## src/hw/rtl/bop_pkg.sv

```systemverilog
// Shared types and constants for the band overlap projector.
// Used by bop_front, bop_back and band_overlap_projector; depends on nothing.
`default_nettype none

package bop_pkg;

    localparam int WEIGHT_W   = 16;
    localparam int OVL_W      = 24;
    localparam int OVL_FRAC   = 23;
    localparam int POWER_W    = 48;
    localparam int HALF_PW    = 24;
    localparam int TOTAL_W    = 63;
    localparam int WPROD_W    = 64;
    localparam int OUT_DATA_W = 224;

    localparam logic [TOTAL_W-1:0] TOTAL_MAX = {TOTAL_W{1'b1}};

    // Per-band side information that travels with the finished accumulators.
    typedef struct packed {
        logic                occupied;
        logic [WEIGHT_W-1:0] weight;
        logic                run_end;
    } band_meta_t;

    typedef enum logic [6:0] {
        ST_IDLE    = 7'b0000001,
        ST_ROUND   = 7'b0000010,
        ST_SQUARE  = 7'b0000100,
        ST_POWER   = 7'b0001000,
        ST_WEIGHT  = 7'b0010000,
        ST_COMBINE = 7'b0100000,
        ST_TOTAL   = 7'b1000000
    } back_state_t;

endpackage

`default_nettype wire

```

## src/hw/rtl/bop_front.sv

```systemverilog
// Front end: registers coefficient pairs, multiplies them and accumulates the
// conjugate product per band; pushes the finished band into the queue.
// Depends on bop_pkg.
`default_nettype none

module bop_front #(
    parameter int CW    = 16,
    parameter int ACC_W = 48
) (
    input  wire                       clk,
    input  wire                       rst_n,
    input  wire                       in_valid,
    output logic                      in_ready,
    input  wire  signed [CW-1:0]      proj_re,
    input  wire  signed [CW-1:0]      proj_im,
    input  wire  signed [CW-1:0]      ref_re,
    input  wire  signed [CW-1:0]      ref_im,
    input  wire                       last_coeff,
    input  wire bop_pkg::band_meta_t  meta,
    output logic                      push_valid,
    input  wire                       push_ready,
    output logic signed [ACC_W-1:0]   push_acc_re,
    output logic signed [ACC_W-1:0]   push_acc_im,
    output bop_pkg::band_meta_t       push_meta
);

    localparam int PROD_W = 2 * CW;
    localparam int SUMX_W = PROD_W + 1;
    localparam int SUM_W  = (SUMX_W > 64) ? 64 : SUMX_W;
    localparam int ADD_W  = ((ACC_W > SUM_W) ? ACC_W : SUM_W) + 1;

    logic                     enable;

    logic                     s1_valid_reg, s1_valid_next;
    logic signed [CW-1:0]     s1_pr_reg, s1_pi_reg, s1_rr_reg, s1_ri_reg;
    logic                     s1_last_reg;
    bop_pkg::band_meta_t      s1_meta_reg;

    logic                     s2_valid_reg, s2_valid_next;
    logic signed [PROD_W-1:0] s2_p_rr_reg, s2_p_ii_reg, s2_p_ir_reg, s2_p_ri_reg;
    logic signed [PROD_W-1:0] p_rr_c, p_ii_c, p_ir_c, p_ri_c;
    logic                     s2_last_reg;
    bop_pkg::band_meta_t      s2_meta_reg;

    logic                     s3_valid_reg, s3_valid_next;
    logic signed [SUM_W-1:0]  s3_sre_reg, s3_sim_reg;
    logic signed [SUMX_W-1:0] sre_x, sim_x;
    logic signed [SUM_W-1:0]  sre_c, sim_c;
    logic                     s3_last_reg;
    bop_pkg::band_meta_t      s3_meta_reg;

    logic signed [ACC_W-1:0]  acc_re_reg, acc_re_next;
    logic signed [ACC_W-1:0]  acc_im_reg, acc_im_next;
    logic signed [ACC_W-1:0]  acc_re_sum, acc_im_sum;
    logic signed [ADD_W-1:0]  add_re_x, add_im_x;
    logic                     band_end;

    // The whole pipe holds only when a band end cannot enter the queue.
    assign band_end = s3_valid_reg && s3_last_reg;
    assign enable   = !(band_end && !push_ready);
    assign in_ready = enable;

    assign s1_valid_next = enable ? in_valid : s1_valid_reg;
    assign s2_valid_next = enable ? s1_valid_reg : s2_valid_reg;
    assign s3_valid_next = enable ? s2_valid_reg : s3_valid_reg;

    assign p_rr_c = s1_pr_reg * s1_rr_reg;
    assign p_ii_c = s1_pi_reg * s1_ri_reg;
    assign p_ir_c = s1_pi_reg * s1_rr_reg;
    assign p_ri_c = s1_pr_reg * s1_ri_reg;

    assign sre_x = SUMX_W'(s2_p_rr_reg) + SUMX_W'(s2_p_ii_reg);
    assign sim_x = SUMX_W'(s2_p_ir_reg) - SUMX_W'(s2_p_ri_reg);

    generate
        if (SUMX_W > SUM_W) begin : g_sum_sat
            always_comb
            begin
                if (sre_x[SUMX_W-1] != sre_x[SUMX_W-2])
                begin
                    sre_c = sre_x[SUMX_W-1] ? {1'b1, {(SUM_W-1){1'b0}}}
                                            : {1'b0, {(SUM_W-1){1'b1}}};
                end
                else
                begin
                    sre_c = sre_x[SUM_W-1:0];
                end
                if (sim_x[SUMX_W-1] != sim_x[SUMX_W-2])
                begin
                    sim_c = sim_x[SUMX_W-1] ? {1'b1, {(SUM_W-1){1'b0}}}
                                            : {1'b0, {(SUM_W-1){1'b1}}};
                end
                else
                begin
                    sim_c = sim_x[SUM_W-1:0];
                end
            end
        end
        else begin : g_sum_plain
            assign sre_c = sre_x;
            assign sim_c = sim_x;
        end
    endgenerate

    assign add_re_x = ADD_W'(acc_re_reg) + ADD_W'(s3_sre_reg);
    assign add_im_x = ADD_W'(acc_im_reg) + ADD_W'(s3_sim_reg);

    // Saturate when the accumulator's sign bit and the bits above it do not all agree.
    always_comb
    begin
        if ((&add_re_x[ADD_W-1:ACC_W-1]) || !(|add_re_x[ADD_W-1:ACC_W-1]))
        begin
            acc_re_sum = add_re_x[ACC_W-1:0];
        end
        else
        begin
            acc_re_sum = add_re_x[ADD_W-1] ? {1'b1, {(ACC_W-1){1'b0}}}
                                           : {1'b0, {(ACC_W-1){1'b1}}};
        end
        if ((&add_im_x[ADD_W-1:ACC_W-1]) || !(|add_im_x[ADD_W-1:ACC_W-1]))
        begin
            acc_im_sum = add_im_x[ACC_W-1:0];
        end
        else
        begin
            acc_im_sum = add_im_x[ADD_W-1] ? {1'b1, {(ACC_W-1){1'b0}}}
                                           : {1'b0, {(ACC_W-1){1'b1}}};
        end
    end

    always_comb
    begin
        acc_re_next = acc_re_reg;
        acc_im_next = acc_im_reg;
        if (s3_valid_reg && enable)
        begin
            if (s3_last_reg)
            begin
                acc_re_next = '0;
                acc_im_next = '0;
            end
            else
            begin
                acc_re_next = acc_re_sum;
                acc_im_next = acc_im_sum;
            end
        end
    end

    assign push_valid  = band_end;
    assign push_acc_re = acc_re_sum;
    assign push_acc_im = acc_im_sum;
    assign push_meta   = s3_meta_reg;

    always_ff @(posedge clk or negedge rst_n)
    begin
        if (!rst_n)
        begin
            s1_valid_reg <= 1'b0;
            s2_valid_reg <= 1'b0;
            s3_valid_reg <= 1'b0;
            acc_re_reg   <= '0;
            acc_im_reg   <= '0;
        end
        else
        begin
            s1_valid_reg <= s1_valid_next;
            s2_valid_reg <= s2_valid_next;
            s3_valid_reg <= s3_valid_next;
            acc_re_reg   <= acc_re_next;
            acc_im_reg   <= acc_im_next;
        end
    end

    always_ff @(posedge clk)
    begin
        if (enable)
        begin
            s1_pr_reg   <= proj_re;
            s1_pi_reg   <= proj_im;
            s1_rr_reg   <= ref_re;
            s1_ri_reg   <= ref_im;
            s1_last_reg <= last_coeff;
            s1_meta_reg <= meta;

            s2_p_rr_reg <= p_rr_c;
            s2_p_ii_reg <= p_ii_c;
            s2_p_ir_reg <= p_ir_c;
            s2_p_ri_reg <= p_ri_c;
            s2_last_reg <= s1_last_reg;
            s2_meta_reg <= s1_meta_reg;

            s3_sre_reg  <= sre_c;
            s3_sim_reg  <= sim_c;
            s3_last_reg <= s2_last_reg;
            s3_meta_reg <= s2_meta_reg;
        end
    end

    a_band_end_clears_acc : assert property (
        @(posedge clk) disable iff (!rst_n)
        (band_end && enable) |=> (acc_re_reg == '0 && acc_im_reg == '0)
    ) else $error("accumulators not cleared after a band end");

endmodule

`default_nettype wire

```

## config.mk

```make
export PLATFORM = sky130hd
export DESIGN_NAME = bop_front
export DESIGN_NICKNAME = d
export VERILOG_FILES = /design/src/hw/rtl/bop_pkg.sv /design/src/hw/rtl/bop_front.sv
export SDC_FILE = /design/constraint.sdc
export NUM_CORES = 2
export LEC_CHECK = 0
export ABC_AREA = 1
export BUFFER_PORTS_ARGS = -buffer_cell sky130_fd_sc_hd__buf_2
export CELL_PAD_IN_SITES_DETAIL_PLACEMENT = 1
export CELL_PAD_IN_SITES_GLOBAL_PLACEMENT = 1
export CORE_ASPECT_RATIO = 1.75
export CORE_MARGIN = 2
export CORE_UTILIZATION = 40
export CTS_CLUSTER_DIAMETER = 150
export DETAILED_ROUTE_END_ITERATION = 10
export GPL_ROUTABILITY_DRIVEN = 1
export PLACE_DENSITY_LB_ADDON = 0.1
export SLEW_MARGIN = 0
export SYNTH_ARGS = -nofsm -noshare
export SYNTH_HDL_FRONTEND = slang
export SYNTH_SLANG_ARGS = --single-unit
```

## constraint.sdc

```tcl
create_clock -name clk -period 11.4 [get_ports clk]
set_input_delay 0.57 -clock clk [delete_from_list [all_inputs] [get_ports clk]]
set_output_delay 0.57 -clock clk [all_outputs]
set_load 0.03 [all_outputs]
```

==> flow_results.org <==
** Timing
- Maximum clock rate :: 0.140 GHz
- Relative slew margins :: 36.8%
- For the final routed database, the setup TNS stands at 0 ns.
- Final hold viol count :: 0
- Setup repair after global routing left no endpoint under its margin.
- The number of max-slew violations in the final report is 0.
- Post-route minimum period :: 7.17 ns
- For the pin with the worst max-slew slack, the measured transition is 0.948 ns.
- Setup violations remaining at the end of the flow were counted as 0.
- For the final database, setup skew stands at around 0.066 ns.
- Setup slack closes at 4.23 ns.
- Of the available clock period, the critical path in the final layout requires 62.9%.

** Logic synthesis
- Syn Inst Count :: 8178
- Among all flip-flop cells after synthesis, the most frequent one is edfxtp_1.
- In this run the cell area of the synthesized design comes to 0.0661 mm^2.
- The share of the Yosys chip area taken by registers is 18.1%.
- The number of different library cells used by synthesis comes to 54.
- Number of register bits inferred by synthesis :: 414
- Warning count from the yosys run :: 0
- Most area-hungry cell type in the Yosys netlist :: fa_1
- Biggest area contributors in the synthesized netlist :: fa_1 32%, edfxtp_1 14%, nand2_1 13%
- A synthesized cell averages a little over 8 um^2.
- Area share of the leading cell type in the synthesized netlist :: 31.9%
- When the netlist entered floorplanning its net count stood at ~10000.
- Counting flops with a built-in enable in the synthesized netlist gives between 300 and 400.
- Post-synth ARST share :: between 20% and 30%

** Floorplan
- Number of primary I/O pins :: 203
- Die outline area :: roughly 0.17 mm^2
- From bottom edge to top edge, the die measures 542 um.
- The core region is 0.164 mm^2.
- In this run the horizontal extent of the chip is 311 um.
- The initial utilization of the core area, before any placement, comes to 40.2%.
- Std cell rows :: slightly below 200

** Placed design
- Timing analysis after detailed placement gives a worst setup slack of around 4.3 ns.
- The count of buffers added on input and output ports is between 200 and 250.
- At the end of routability-driven placement, the weighted congestion stood at 0.929.
- Detailed placement finished with a half-perimeter wire length of 182000 um.
- Counting tap cells, the placed design contains a total of 10400 instances.

** Worst setup path
- STA classifies the critical path endpoint as a flip-flop.
- CP required :: 11.80 ns
- Critical path launch point :: s1_pi_reg[8]
- STA classifies the critical path startpoint as a flip-flop.
- Arrival time worst endpoint :: 7.56 ns
- The critical path is of the flip-flop to flip-flop type.
- Launching point of the worst reg2reg path :: s1_pi_reg[8]
- In this run the worst path has a maximum fanout of 20.

** Routing
- DRC Markers :: 0
- The final route contains 52700 vias.
- Vias/cell :: 4.99
- Top Layer Used :: met5
- Total wirelength of the detailed-routed design :: between 200000 and 250000 um
- Once detail routing completed, the nets flagged for antenna violations numbered 0.
- After the first detailed-routing iteration, the DRC count stood at about 1900.
- The first detailed-routing pass ran for 7 iterations.
- Routed met1 length :: 78900 um
- Met3 layer wire length in the routed design :: 5100 um
- Wire segments on met2 add up to 124000 um in the final route.
- In the final routed layout, each cell accounts on average for 20.9 um.

** CTS
- Once the clock tree was built, the setup fixing pass inserted 0 buffers.
- In this run, CTS created clock tree buffers numbering 50.
- The longest clock path from root to sink contains 3 buffers.
- Clock edge transition at the registers on the reported setup and hold paths :: 0.06 ns
- Clock latency at the later pin of the worst-skew pair :: 0.72 ns
- TritonCTS built the clock tree.
- The H-tree generated during clock tree synthesis spans 2 levels.
- The tree is rooted in a clkbuf_16.
- Total clock sinks :: 414

** Layout
- Counting the fill cells in the layout gives 20000.
- Share of the core filled with cells in the final layout :: 43.7%
- Layout cell share with drive strength beyond 1 :: 6.02%
- The finished layout holds 10600 standard cells, fillers aside.
- The net count of the finished layout is about 10000.
- Total area of multi-input combinational cells :: 0.0452 mm^2
- Synthesis-to-layout area growth :: 8.60%
- Across the whole layout, storage elements account for 0.0119 mm^2.

** Min path
- In this run the worst hold path is classified as input pin to flip-flop.
- Startpoint of the tightest hold check path :: meta[0]

** Global routing
- Number of antenna violations at the first check in global routing :: 4
- Vias in the first global route :: 60900
- Maximum number of pins on one net before global-route repair :: 73
- Global-route wire length before repair :: 345000 um
- Gr usage total :: 26.8%
- Global routing finished with a remaining overflow of 0.

** Status
- The run finished with clean final reports.

** Job
- Number of max-cap violations :: 0
-- synth_stat cells (all sizes together) (37+ instances only) --
cell / number
edfxtp: 315
o21ai: 172
nand4: 56
xor2: 136
nor3: 51
nand2: 2331
fa: 1052
ha: 488
nor2: 376
o21bai: 61
inv: 2120
a21o: 37
a21oi: 298
nand3: 142
clkbuf: 204
dfrtp: 99
xnor2: 123
-- worst max-delay path, cell delays in order, from the launching register on --
cell and delay [ns]:
edfxtp_1 0.69, buf_4 0.46, nand2_1 0.16, fa_1 0.54, fa_1 0.48, fa_1 0.45
fa_1 0.51, inv_1 0.06, fa_1 0.52, inv_1 0.05, fa_1 0.49, inv_1 0.04
ha_1 0.36, nand2_1 0.11, nor2_1 0.32, inv_1 0.13, nor3_1 0.52, a21oi_1 0.25
o21ai_0 0.37, a21oi_1 0.17, xnor2_1 0.18
-- stage by stage --
stage	hold slack, ns	area [um^2]
floorplan	0.274	66100
global placement	0.400	69400
detailed placement	0.406	69400
CTS	0.000762	71800
global route	0.0236	71800
finish	0.0617	71800
-- layer usage --
layer	up-vias	GRT usage, %
li1	24500	-
met2	817	53.7
met5	-	0
met4	2	12.7
met3	388	2.05
met1	27000	27.6
-- layout make-up --
type,instances,share of cell area (%)
clock buffer,61,1.84
sequential,414,16.6
inverter,2121,11.1
clock inverter,32,0.654
antenna,2,0.00697
timing repair buffer,335,2.99
tap,2189,3.82
multi-input combinational,5413,63.0
-- cells by family after synthesis --
logic type	count (synthesis)	share of synthesized area, %
and+or+nand+nor	2976	18.2
buffers and inverters	2351	13.6
adders and majority gates	1540	41.1
AOI/OAI and AO/OA	638	5.66
DFF	414	18.1
xor gates and xnor gates	259	3.43
-- worst paths after layout --
check / endpoint / slack [ns] / cells past startpoint
max in group asynchronous: acc_im_reg[21] / 9.60 / 3
min reg2reg: s2_meta_reg[5] / 0.41 / 0
max: s2_p_ir_reg[22] / 4.23 / 20
min in group asynchronous: acc_re_reg[18] / 0.45 / 2
min: s1_meta_reg[0] / 0.06 / 1
max reg2reg: s2_p_ir_reg[22] / 4.23 / 20
-- cells in the final DEF (no fill, tap or decap), types with 136 or more instances in the layout --
cell      count
nand2_1    2243
nor2_1      360
ha_1        488
o21ai_0     150
inv_1      2115
a21oi_1     293
edfxtp_1    315
buf_2       201
nand3_1     139
xor2_1      136
fa_1       1052
-- timing repair --
action / in CTS / in global routing
resized for setup: 0 / 0
hold buffers: 55 / 0
endpoints found under the hold margin: 96 / 0
Power is not shown: default switching activity piles up to over one toggle a cycle in this logic, so the estimate is an artifact.
