<file path="config.mk">
export PLATFORM = sky130hd
export DESIGN_NAME = bop_queue
export DESIGN_NICKNAME = d
export VERILOG_FILES = /design/src/hw/rtl/bop_queue.sv
export SDC_FILE = /design/constraint.sdc
export NUM_CORES = 1
export LEC_CHECK = 0
export ABC_AREA = 1
export BUFFER_PORTS_ARGS = -buffer_cell sky130_fd_sc_hd__buf_2
export CELL_PAD_IN_SITES_DETAIL_PLACEMENT = 0
export CELL_PAD_IN_SITES_GLOBAL_PLACEMENT = 1
export CORE_MARGIN = 2
export CORE_UTILIZATION = 45
export DETAILED_ROUTE_END_ITERATION = 8
export GPL_TIMING_DRIVEN = 1
export PLACE_DENSITY_LB_ADDON = 0.1
export SYNTH_ARGS = -nofsm -noshare
export SYNTH_HDL_FRONTEND = slang
export SYNTH_SLANG_ARGS = --single-unit
export TNS_END_PERCENT = 30
</file>
<file path="constraint.sdc">
create_clock -name clk -period 2.3 [get_ports clk]
set_input_delay 0.115 -clock clk [delete_from_list [all_inputs] [get_ports clk]]
set_output_delay 0.115 -clock clk [all_outputs]
set_load 0.02 [all_outputs]
</file>
<file path="src/hw/rtl/bop_queue.sv">
// Small first-in first-out queue of finished bands between front and back.
// Flip-flop storage; no package dependency.
`default_nettype none

module bop_queue #(
    parameter int WIDTH = 8,
    parameter int DEPTH = 4
) (
    input  wire               clk,
    input  wire               rst_n,
    input  wire               push_valid,
    output logic              push_ready,
    input  wire  [WIDTH-1:0]  push_data,
    output logic              pop_valid,
    input  wire               pop_ready,
    output logic [WIDTH-1:0]  pop_data
);

    localparam int AW = (DEPTH > 1) ? $clog2(DEPTH) : 1;

    logic [WIDTH-1:0] mem_reg [DEPTH];
    logic [AW-1:0]    wr_ptr_reg, wr_ptr_next;
    logic [AW-1:0]    rd_ptr_reg, rd_ptr_next;
    logic [AW:0]      count_reg, count_next;
    logic             do_push, do_pop;

    assign push_ready = (count_reg != (AW+1)'(DEPTH));
    assign pop_valid  = (count_reg != '0);
    assign pop_data   = mem_reg[rd_ptr_reg];

    assign do_push = push_valid && push_ready;
    assign do_pop  = pop_valid && pop_ready;

    always_comb
    begin
        wr_ptr_next = wr_ptr_reg;
        rd_ptr_next = rd_ptr_reg;
        count_next  = count_reg;
        if (do_push)
        begin
            wr_ptr_next = (wr_ptr_reg == AW'(DEPTH - 1)) ? '0 : wr_ptr_reg + 1'b1;
        end
        if (do_pop)
        begin
            rd_ptr_next = (rd_ptr_reg == AW'(DEPTH - 1)) ? '0 : rd_ptr_reg + 1'b1;
        end
        if (do_push && !do_pop)
        begin
            count_next = count_reg + 1'b1;
        end
        else if (do_pop && !do_push)
        begin
            count_next = count_reg - 1'b1;
        end
    end

    always_ff @(posedge clk or negedge rst_n)
    begin
        if (!rst_n)
        begin
            wr_ptr_reg <= '0;
            rd_ptr_reg <= '0;
            count_reg  <= '0;
        end
        else
        begin
            wr_ptr_reg <= wr_ptr_next;
            rd_ptr_reg <= rd_ptr_next;
            count_reg  <= count_next;
        end
    end

    always_ff @(posedge clk)
    begin
        if (do_push)
        begin
            mem_reg[wr_ptr_reg] <= push_data;
        end
    end

    a_count_in_range : assert property (
        @(posedge clk) disable iff (!rst_n)
        count_reg <= (AW+1)'(DEPTH)
    ) else $error("queue fill count beyond depth");

endmodule

`default_nettype wire

</file>
==> metrics.txt, run 1 <==
worst-skew pair later-pin latency=roughly 0.29 ns; setup repair after global routing missed its margin=false; Die Wd=66.44 um; CTS tree=built; Leak Pwr=between 0.0008 and 0.0009 uW; Setup crit end kind=flip-flop; CP Max Fanout=7; Hold Path Class=in2reg; Final min period=between 1.5 and 2 ns; final RePlAce weighted congestion=0.7024; setup violators final=0; Tot GR Track Use=between 10% and 20%; top post-synthesis cells by area=edfxtp_1 (55%), dfrtp_1 (10%), nand2_1 (7.9%); vias in the first global route=around 1.0k; initial core utilization=~47%; Layout Nets=200; WL/cell=about 13 um; first-pass GRT wire length=about 4.6 mm; postcts setup bufs=0; grt ovf=0; Ports=22; Ant. Diodes=0; core footprint=about 3700 um2; fraction of layout cells with a size suffix above 1=between 20% and 30%; initial antenna violation count=0; Synth Register Bits=39; remaining antenna violation count=0; met1 usage=about 17%; crit path kind=reg2reg; Max Fclk=roughly 0.54 GHz; Synth warnings=0; total negative slack=0 ns; Netlist Area Pre-Place=1754 um2; # port buffers=21; Gates resized, CTS repair=0; aggregate routed wire length=2.876 mm; max FFs per register=32; pwr/cell area=approximately 1300 nW/um2; Power Total=approximately 2600 uW; status=finished, final reports clean; crit share post-route=between 80% and 90%; syn nets=171; endpoints failing hold=0; CTS clk-pin slew, worst paths=0.08 ns; WP data required=roughly 2.5 ns; Layout area overhead=15.34%; drt pass-1 iters=4; row cnt=22; vias=1104; register area share after synthesis=about two thirds; M3 GR Usage=between 3 and 4%; initial drt markers=35; Slew Limit Headroom=between 60% and 70%; Max Cap Viol=0; Final Slew Violations=0; peak supply drop=roughly 0.73 mV; total CTS buffers=5; GR Layer Usage met2=25.62%; die area=4414 um2; Syn Area/Cell=11.54 um2; clock sink count=39; post-detail-place hpwl=approximately 2.0 mm; Distinct cells, synth=16; CP startpoint kind=flip-flop; Vias/cell=around 4.8; drt drc=0; Setup Skew=0.008866 ns; largest net degree at the start of global routing=33; root buffer cell=clkbuf_8; Most Crowded Layer GR=met2; # H-tree levels=2; area share of the largest cell type after synthesis=around 55%; area leader, netlist=edfxtp_1; Max Root-Sink Buffers=2; Arrival @ worst endpoint=approximately 2.0 ns; Cells after Synth=152; die height=66.44 um; Worst Tran Pin Value=roughly 0.46 ns
[cell usage after synthesis]
cell type	number
nand2_1	37
edfxtp_1	32
inv_1	29
o211ai_1	16
dfrtp_1	7
ha_1	6
nand3_1	6
nor2_1	6
buf_6	5
nand2_2	2
fa_1	1
inv_2	1
nand3_2	1
nand4_1	1
o21ai_0	1
xnor2_1	1
[layout make-up]
| type | instances | area [um2] |
|---|---|---|
| inverters | 30 | 112.6 |
| clock inverters | 3 | 43.79 |
| clock buffers | 5 | 68.82 |
| repair buffers | 27 | 152.6 |
| flip-flops and latches | 39 | 1136 |
| multi-input cells | 78 | 449.2 |
| fillers | 334 | 1693 |
| well taps | 48 | 60.06 |
[cells by family after synthesis]
| logic type | share of synthesized area [%] |
|---|---|
| AO/OA/AOI/OAI | 7.133 |
| AND/OR/NAND/NOR | 12.55 |
| adder cells (fa/ha/maj) | 5.421 |
| buffers and inverters | 9.628 |
| flip-flops | 64.76 |
| XOR/XNOR | 0.4994 |
[cell usage in the layout (no fill, tap or decap), drive strengths merged, types with 2 or more instances in the layout]
master / n
nand3: 7
o211ai: 16
clkinv: 2
inv: 30
nand2: 39
buf: 26
ha: 6
clkbuf: 5
nor2: 6
dfrtp: 7
edfxtp: 32
[layer usage]
metal	share of wire [%]	vias to the layer above
met5	0	-
met3	3.6	9
met4	2.7	0
met2	49	19
met1	45	515
li1	-	561
[per-stage QoR]
stage | std cells | utilization, % | setup slack (ns) | hold WS [ns] | area, um2
3_5_place_dp | 221 | 51.14 | 0.4353 | -0.03982 | 1901
2_1_floorplan | 152 | - | 0.4732 | -0.1806 | 1754
6_report | 230 | 54.44 | 0.4495 | 0.03490 | 2023
4_1_cts | 230 | 54.44 | 0.4248 | 0.02628 | 2023
3_3_place_gp | 221 | 51.14 | 0.5122 | -0.04360 | 1901
5_1_grt | 230 | 54.44 | 0.2626 | 0.02595 | 2023
[critical path, stage by stage (launching register included)]
cell and delay [ns]:
dfrtp_1 0.40, inv_1 0.11, nand3_2 0.13, nand2_2 0.15, inv_1 0.07, ha_1 0.21, inv_1 0.08, fa_1 0.40
nand2_1 0.07, o21ai_0 0.09
[final timing paths]
kind                                          startpoint  depth (start not counted)                         to  slack [ns]
worst max-delay path            count_reg[1]$_DFFE_PN0P_                          9   count_reg[1]$_DFFE_PN0P_        0.45
worst min-delay path                        push_data[7]                          1    mem_reg[2][7]$_DFFE_PP_        0.03
worst max register to register  count_reg[1]$_DFFE_PN0P_                          9   count_reg[1]$_DFFE_PN0P_        0.45
worst min register to register  count_reg[2]$_DFFE_PN0P_                          2   count_reg[2]$_DFFE_PN0P_        0.54
max in group asynchronous                          rst_n                          2  rd_ptr_reg[1]$_DFFE_PN0P_        1.95
min in group asynchronous                          rst_n                          2  wr_ptr_reg[1]$_DFFE_PN0P_        0.18
[power breakdown]
group | leakage, uW | internal, uW | switching, uW
Sequential | 0.000378 | 948 | 114
Clock | 0.0000581 | 322 | 235
Combinational | 0.000459 | 356 | 643
Total | 0.000895 | 1630 | 993
[timing repair]
| item | 4_1_cts | 5_1_grt |
|---|---|---|
| hold endpoints to repair | 7 | 0 |
| setup endpoints to repair | 0 | 0 |
| hold buffers | 1 | 0 |
No activity file was read; power rests on OpenSTA's default activity.
==> inputs of run 2 (changes only) <==
--- a/config.mk
+++ b/config.mk
@@ -5,12 +5,12 @@
 export SDC_FILE = /design/constraint.sdc
 export NUM_CORES = 1
 export LEC_CHECK = 0
-export ABC_AREA = 1
+export ABC_AREA = 0
 export BUFFER_PORTS_ARGS = -buffer_cell sky130_fd_sc_hd__buf_2
 export CELL_PAD_IN_SITES_DETAIL_PLACEMENT = 0
 export CELL_PAD_IN_SITES_GLOBAL_PLACEMENT = 1
 export CORE_MARGIN = 2
-export CORE_UTILIZATION = 45
+export CORE_UTILIZATION = 48
 export DETAILED_ROUTE_END_ITERATION = 8
 export GPL_TIMING_DRIVEN = 1
 export PLACE_DENSITY_LB_ADDON = 0.1
==> constraint.sdc (replaced) <==
create_clock -name clk -period 1.8 [get_ports clk]
set_input_delay 0.09 -clock clk [delete_from_list [all_inputs] [get_ports clk]]
set_output_delay 0.09 -clock clk [all_outputs]
set_load 0.02 [all_outputs]
==> metrics.txt, run 2 <==
Leak Pwr=between 0.0007 and 0.0008 uW; root buffer cell=clkbuf_4; Arrival @ worst endpoint=around 2.2 ns; # port buffers=21; first-pass GRT wire length=about 3.8 mm; clock sink count=39; Gate power share=around two fifths; FF+latch area=1140 um2; peak supply drop=0.7196 mV; largest net degree at the start of global routing=13; EDFF count, synth=32; Max stage delay on crit path=approximately 0.4 ns; cells on worst reg2reg path=6; top post-synthesis cells by area=edfxtp_1 (60%), mux4_2 (11%), dfrtp_1 (11%); Hold Path Class=in2async; remaining antenna violation count=0; Netlist Area Pre-Place=approximately 1600 um2; cell family with most CP delay=simple AND/OR/NAND/NOR gates; Die Wd=about 62 um; Main synth FF type=edfxtp_1; failing checks=negative setup slack; status=complete, but fails checks; most numerous cell in the Yosys netlist=edfxtp_1; worst slack at placement=-0.1453 ns; synth cell count leaders=edfxtp_1 (32), mux4_2 (8), dfrtp_1 (7); Switch Pwr=between 1000 and 1500 uW; setup repair after global routing missed its margin=true; number of fillers in the final layout=between 200 and 250; Layout area overhead=25.98%; Cells after Synth=78; CTS clk-pin slew, worst paths=about 0.10 ns; drt pass-1 iters=4; total CTS buffers=5; area leader, netlist=edfxtp_1; worst r2r src=count_reg[0]$_DFFE_PN0P_; Max Root-Sink Buffers=2; Seq pwr share=46.2%; final RePlAce weighted congestion=roughly 0.67; total negative slack=-0.2282 ns; drt drc=0; CP startpoint kind=flip-flop; vias=819; Final min period=roughly 2 ns; pwr/cell area=1528 nW/um2; CP Max Fanout=3; Ant. Diodes=0; Setup Skew=approximately 0.016 ns; # H-tree levels=2; async set-reset flop share out of synthesis=between 10% and 20%; Vias/cell=about 4.8; Crit Reg-Reg Endpoint=count_reg[1]$_DFFE_PN0P_; Crit path depth=6; Clock power frac=between 10% and 20%; setup violators final=2; post-route setup slack=-0.1480 ns; crit path kind=reg2reg; die area=3798 um2; initial antenna violation count=0; post-detail-place hpwl=1.598 mm; CTS tree=built; Worst Tran Pin Value=between 0.4 and 0.5 ns; CP bufs+invs=1; max FFs per register=32; register area share after synthesis=about 70%; WP data required=2.03 ns; Final Slew Violations=0; Synth Register Bits=39; Slew Limit Headroom=72.83%; Distinct cells, synth=18; sw frac=33.09%; row cnt=20; most frequent cells in the layout=edfxtp_1 (32), buf_2 (21), buf_4 (12), dlygate4sd3_1 (9), mux4_2 (8); Ports=22; Layout Nets=144; core footprint=3103 um2; commonest non-fill, non-tap cell in the layout=edfxtp_1; grt ovf=0; initial drt markers=16; endpoints failing hold=0; Setup crit end kind=flip-flop; Cell Int Power=about 2100 uW; fraction of layout cells with a size suffix above 1=roughly 52%; Tot GR Track Use=roughly 15%; Synth warnings=0; worst-skew pair later-pin latency=between 0.3 and 0.4 ns; area share of the largest cell type after synthesis=around 60%; aggregate routed wire length=~2.5 mm; vias in the first global route=around 820; syn nets=97; Syn Area/Cell=slightly above 20 um2; reg2reg setup slack=-0.15 ns; initial core utilization=between 50% and 60%; crit share post-route=108.2%; area of the multi-input gates=roughly 460 um2; Max Cap Viol=0; Cell Chain, Critical Path=or3b_4 > and2_4 > ha_4 > inv_2 > fa_2 > mux2_2; WL/cell=around 14 um; slowest library cell on the worst path=dfrtp_1; Max Fclk=0.5133 GHz; die height=61.63 um
==> run 2: changes by cell type after synthesis, sizes merged, moves of 3 or more <==
cell and change:
and3 +4, buf -3, inv -27, mux2 +5
mux4 +8, nand2 -38, nand3 -7, nor2 -3
o211ai -16
==> run 2: kinds of logic after synthesis <==
logic type	synth area share, %
and+or+nand+nor	4.553
buffers and inverters	1.255
DFF	71.27
xor gates and xnor gates	1.649
adders and majority gates	5.965
muxes	15.31
==> run 2: per-stage QoR <==
stage               hold WS (ns)  cell area, um2  total power (uW)  utilization, %  std cells
finish                    0.1050            2008              3068           64.72        170
global route              0.1011            2008              3266           64.72        170
floorplan                -0.2056            1613              2221               -         78
detailed placement      -0.06567            1809              2571           58.31        147
CTS                      0.08704            1988              3075           64.07        168
global placement        -0.06801            1809              2554           58.31        147
==> run 2: worst max path at each step <==
stage	from	endpoint	slack (ns)
5_1_grt	count_reg[0]$_DFFE_PN0P_	count_reg[1]$_DFFE_PN0P_	-0.19
3_5_place_dp	count_reg[0]$_DFFE_PN0P_	count_reg[2]$_DFFE_PN0P_	-0.15
2_1_floorplan	count_reg[1]$_DFFE_PN0P_	count_reg[1]$_DFFE_PN0P_	-0.19
6_report	count_reg[0]$_DFFE_PN0P_	count_reg[1]$_DFFE_PN0P_	-0.15
4_1_cts	count_reg[0]$_DFFE_PN0P_	count_reg[2]$_DFFE_PN0P_	-0.13
3_3_place_gp	count_reg[0]$_DFFE_PN0P_	count_reg[2]$_DFFE_PN0P_	-0.14
==> run 2: what timing repair did <==
item | 4_1_cts | 5_1_grt
buffers inserted | 4 | 2
gates resized for setup | 2 | 2
endpoints found under the setup margin | 10 | 7
pin swaps | 5 | 4
hold endpoints to repair | 39 | 0
hold buffers | 9 | 0
==> run 2: area by class of cell <==
type	count	area share [%]
Sequential cell	39	56.76
Multi-Input combinational cell	34	23.12
Timing Repair Buffer	42	14.21
Tap cell	44	2.741
Clock buffer	5	1.869
Clock inverter	3	0.7477
Inverter	3	0.5607
==> run 2: metal layers <==
metal / part of all wire [%] / vias to the layer above / global-route usage (%)
met4: 0.77 / 0 / 6.383
li1: - / 396 / -
met5: 0 / - / 0
met1: 44 / 401 / 16.31
met3: 4.0 / 4 / 5.042
met2: 51 / 18 / 25.71
==> run 2: power by group through the flow <==
stage               sequential (uW)  combinational (uW)  clock, uW
floorplan                      1320                 898          0
detailed placement             1450                1120          0
CTS                            1420                1220        437
global placement               1440                1120          0
finish                         1420                1230        421
global route                   1450                1340        473
==> inputs of run 3 (changes only) <==
--- a/config.mk
+++ b/config.mk
@@ -14,6 +14,7 @@
 export DETAILED_ROUTE_END_ITERATION = 8
 export GPL_TIMING_DRIVEN = 1
 export PLACE_DENSITY_LB_ADDON = 0.1
+export REMOVE_ABC_BUFFERS = 1
 export SYNTH_ARGS = -nofsm -noshare
 export SYNTH_HDL_FRONTEND = slang
 export SYNTH_SLANG_ARGS = --single-unit
==> metrics.txt, run 3 (synthesized netlist as in run 2, its figures left out) <==
peak supply drop=between 0.7 and 0.8 mV; Max stage delay on crit path=between 0.3 and 0.4 ns; Switch Pwr=roughly 1000 uW; pwr/cell area=between 1500 and 2000 nW/um2; WP data required=slightly above 2 ns; Final min period=slightly below 2 ns; Max Cap Viol=0; row cnt=20; crit path kind=reg2reg; Die Wd=around 62 um; WL/cell=roughly 15 um; Setup crit end kind=flip-flop; Ant. Diodes=0; Slew Limit Headroom=between 60% and 70%; Setup Skew=between 0.006 and 0.007 ns; endpoints failing hold=0; setup violators final=2; setup repair after global routing missed its margin=true; final cell count without fillers=approximately 170; clock sink count=39; Gate power share=39.7%; slowest library cell on the worst path=fa_1; Clock power frac=between 10 and 15%; # port buffers=21; remaining antenna violation count=0; CP Max Fanout=2; sw frac=about a third; initial core utilization=51.37%; Worst Tran Pin Value=about 0.45 ns; placed insts=between 100 and 150; root buffer cell=clkbuf_4; status=complete, but fails checks; Leak Pwr=a little under 0.0008 uW; Tot GR Track Use=16.04%; # H-tree levels=2; Arrival @ worst endpoint=between 2 and 2.5 ns; Vias/cell=4.905; drt drc=0; grt ovf=0; vias in the first global route=between 800 and 900; die height=just over 60 um; max FFs per register=32; core footprint=about 3100 um2; final design utilization=~64%; Layout area overhead=24.65%; post-detail-place hpwl=between 1.5 and 2 mm; Max Fclk=between 0.5 and 0.6 GHz; final RePlAce weighted congestion=around 0.80; worst-skew pair later-pin latency=around 0.33 ns; failing checks=negative setup slack; Hold Path Class=in2async; total CTS buffers=5; most frequent cells in the layout=edfxtp_1 (32), buf_2 (21), dlygate4sd3_1 (9), buf_4 (9), mux4_2 (8); aggregate routed wire length=2.517 mm; initial antenna violation count=0; Ports=22; crit share post-route=110.0%; fraction of layout cells with a size suffix above 1=49.19%; drt pass-1 iters=4; vias=824; number of fillers in the final layout=258; die area=3798 um2; Max Root-Sink Buffers=2; Cell Int Power=roughly 2000 uW; Seq pwr share=a little under half; Final Slew Violations=0; post-route setup slack=-0.1791 ns; Fin Hold WS=0.1094 ns; initial drt markers=36; commonest non-fill, non-tap cell in the layout=edfxtp_1; first-pass GRT wire length=between 4 and 5 mm; CTS tree=built; Layout Nets=roughly 140; CTS clk-pin slew, worst paths=~0.11 ns; largest net degree at the start of global routing=12; CP startpoint kind=flip-flop; Cell Chain, Critical Path=buf_6 > or3b_4 > and2_4 > ha_4 > inv_2 > fa_1 > mux2_2
[run 3: cell types whose count changed in the layout (fill, tap and decap cells not counted), sizes merged]
| cell | delta |
|---|---|
| buf | -2 |
| clkbuf | +2 |
| clkinv | -2 |
[run 3: area by class of cell]
cell class | instances | area [um2] | share of cell area (%)
sequential | 39 | 1140 | 57.37
multi-input combinational | 34 | 456.7 | 22.98
clock buffer | 7 | 45.04 | 2.267
timing repair buffer | 40 | 274.0 | 13.79
clock inverter | 1 | 5.005 | 0.2519
inverter | 3 | 11.26 | 0.5667
tap | 44 | 55.05 | 2.771
[run 3: path summary, 6_finish.rpt]
check	end	slack, ns	cells past startpoint	start
worst max-delay path	count_reg[1]$_DFFE_PN0P_	-0.18	7	count_reg[2]$_DFFE_PN0P_
worst max register to register	count_reg[1]$_DFFE_PN0P_	-0.18	7	count_reg[2]$_DFFE_PN0P_
max in group asynchronous	rd_ptr_reg[0]$_DFFE_PN0P_	1.51	2	rst_n
min in group clk	count_reg[0]$_DFFE_PN0P_	0.18	4	pop_ready
worst min register to register	wr_ptr_reg[1]$_DFFE_PN0P_	0.59	1	wr_ptr_reg[1]$_DFFE_PN0P_
worst min-delay path	wr_ptr_reg[0]$_DFFE_PN0P_	0.11	2	rst_n
[run 3: power groups by stage]
stage | combinational (uW) | clock (uW) | sequential, uW
floorplan | 790 | 0 | 1390
global placement | 1110 | 0 | 1430
detailed placement | 1130 | 0 | 1440
CTS | 1220 | 433 | 1420
global route | 1340 | 467 | 1460
finish | 1210 | 415 | 1420
[run 3: metrics by stage]
stage	area [um2]	TNS [ns]	worst slack, ns	power, uW
floorplan	1585	-0.6615	-0.3468	2175
global placement	1798	-0.3831	-0.2014	2534
detailed placement	1798	-0.4592	-0.2519	2565
CTS	1981	-0.2984	-0.1564	3073
global route	1987	-0.4653	-0.2383	3271
finish	1987	-0.3126	-0.1791	3048
[run 3: what timing repair did]
action                                  CTS  global route
resized for setup                         6             2
pin swaps                                 3             2
hold endpoints to repair                 39             0
cloned                                    0             0
endpoints found under the setup margin   10            10
hold buffers                              9             0
buffers inserted                          3             0
[run 3: layer usage]
metal	GRT usage [%]	vias to the layer above	share of wire, %
met5	0	-	0
met4	4.559	0	0.95
met3	6.303	2	3.5
met2	24.06	18	47
met1	21.97	409	49
li1	-	395	-
[run 3: worst max-delay path: cells and delay by family, from the launching register on]
kind                     cells  cell delay [ns]
multiplexers                 1             0.26
buffers and inverters        2             0.15
flip-flops                   1             0.38
AND/OR/NAND/NOR              2             0.53
adder cells (fa/ha/maj)      2             0.55
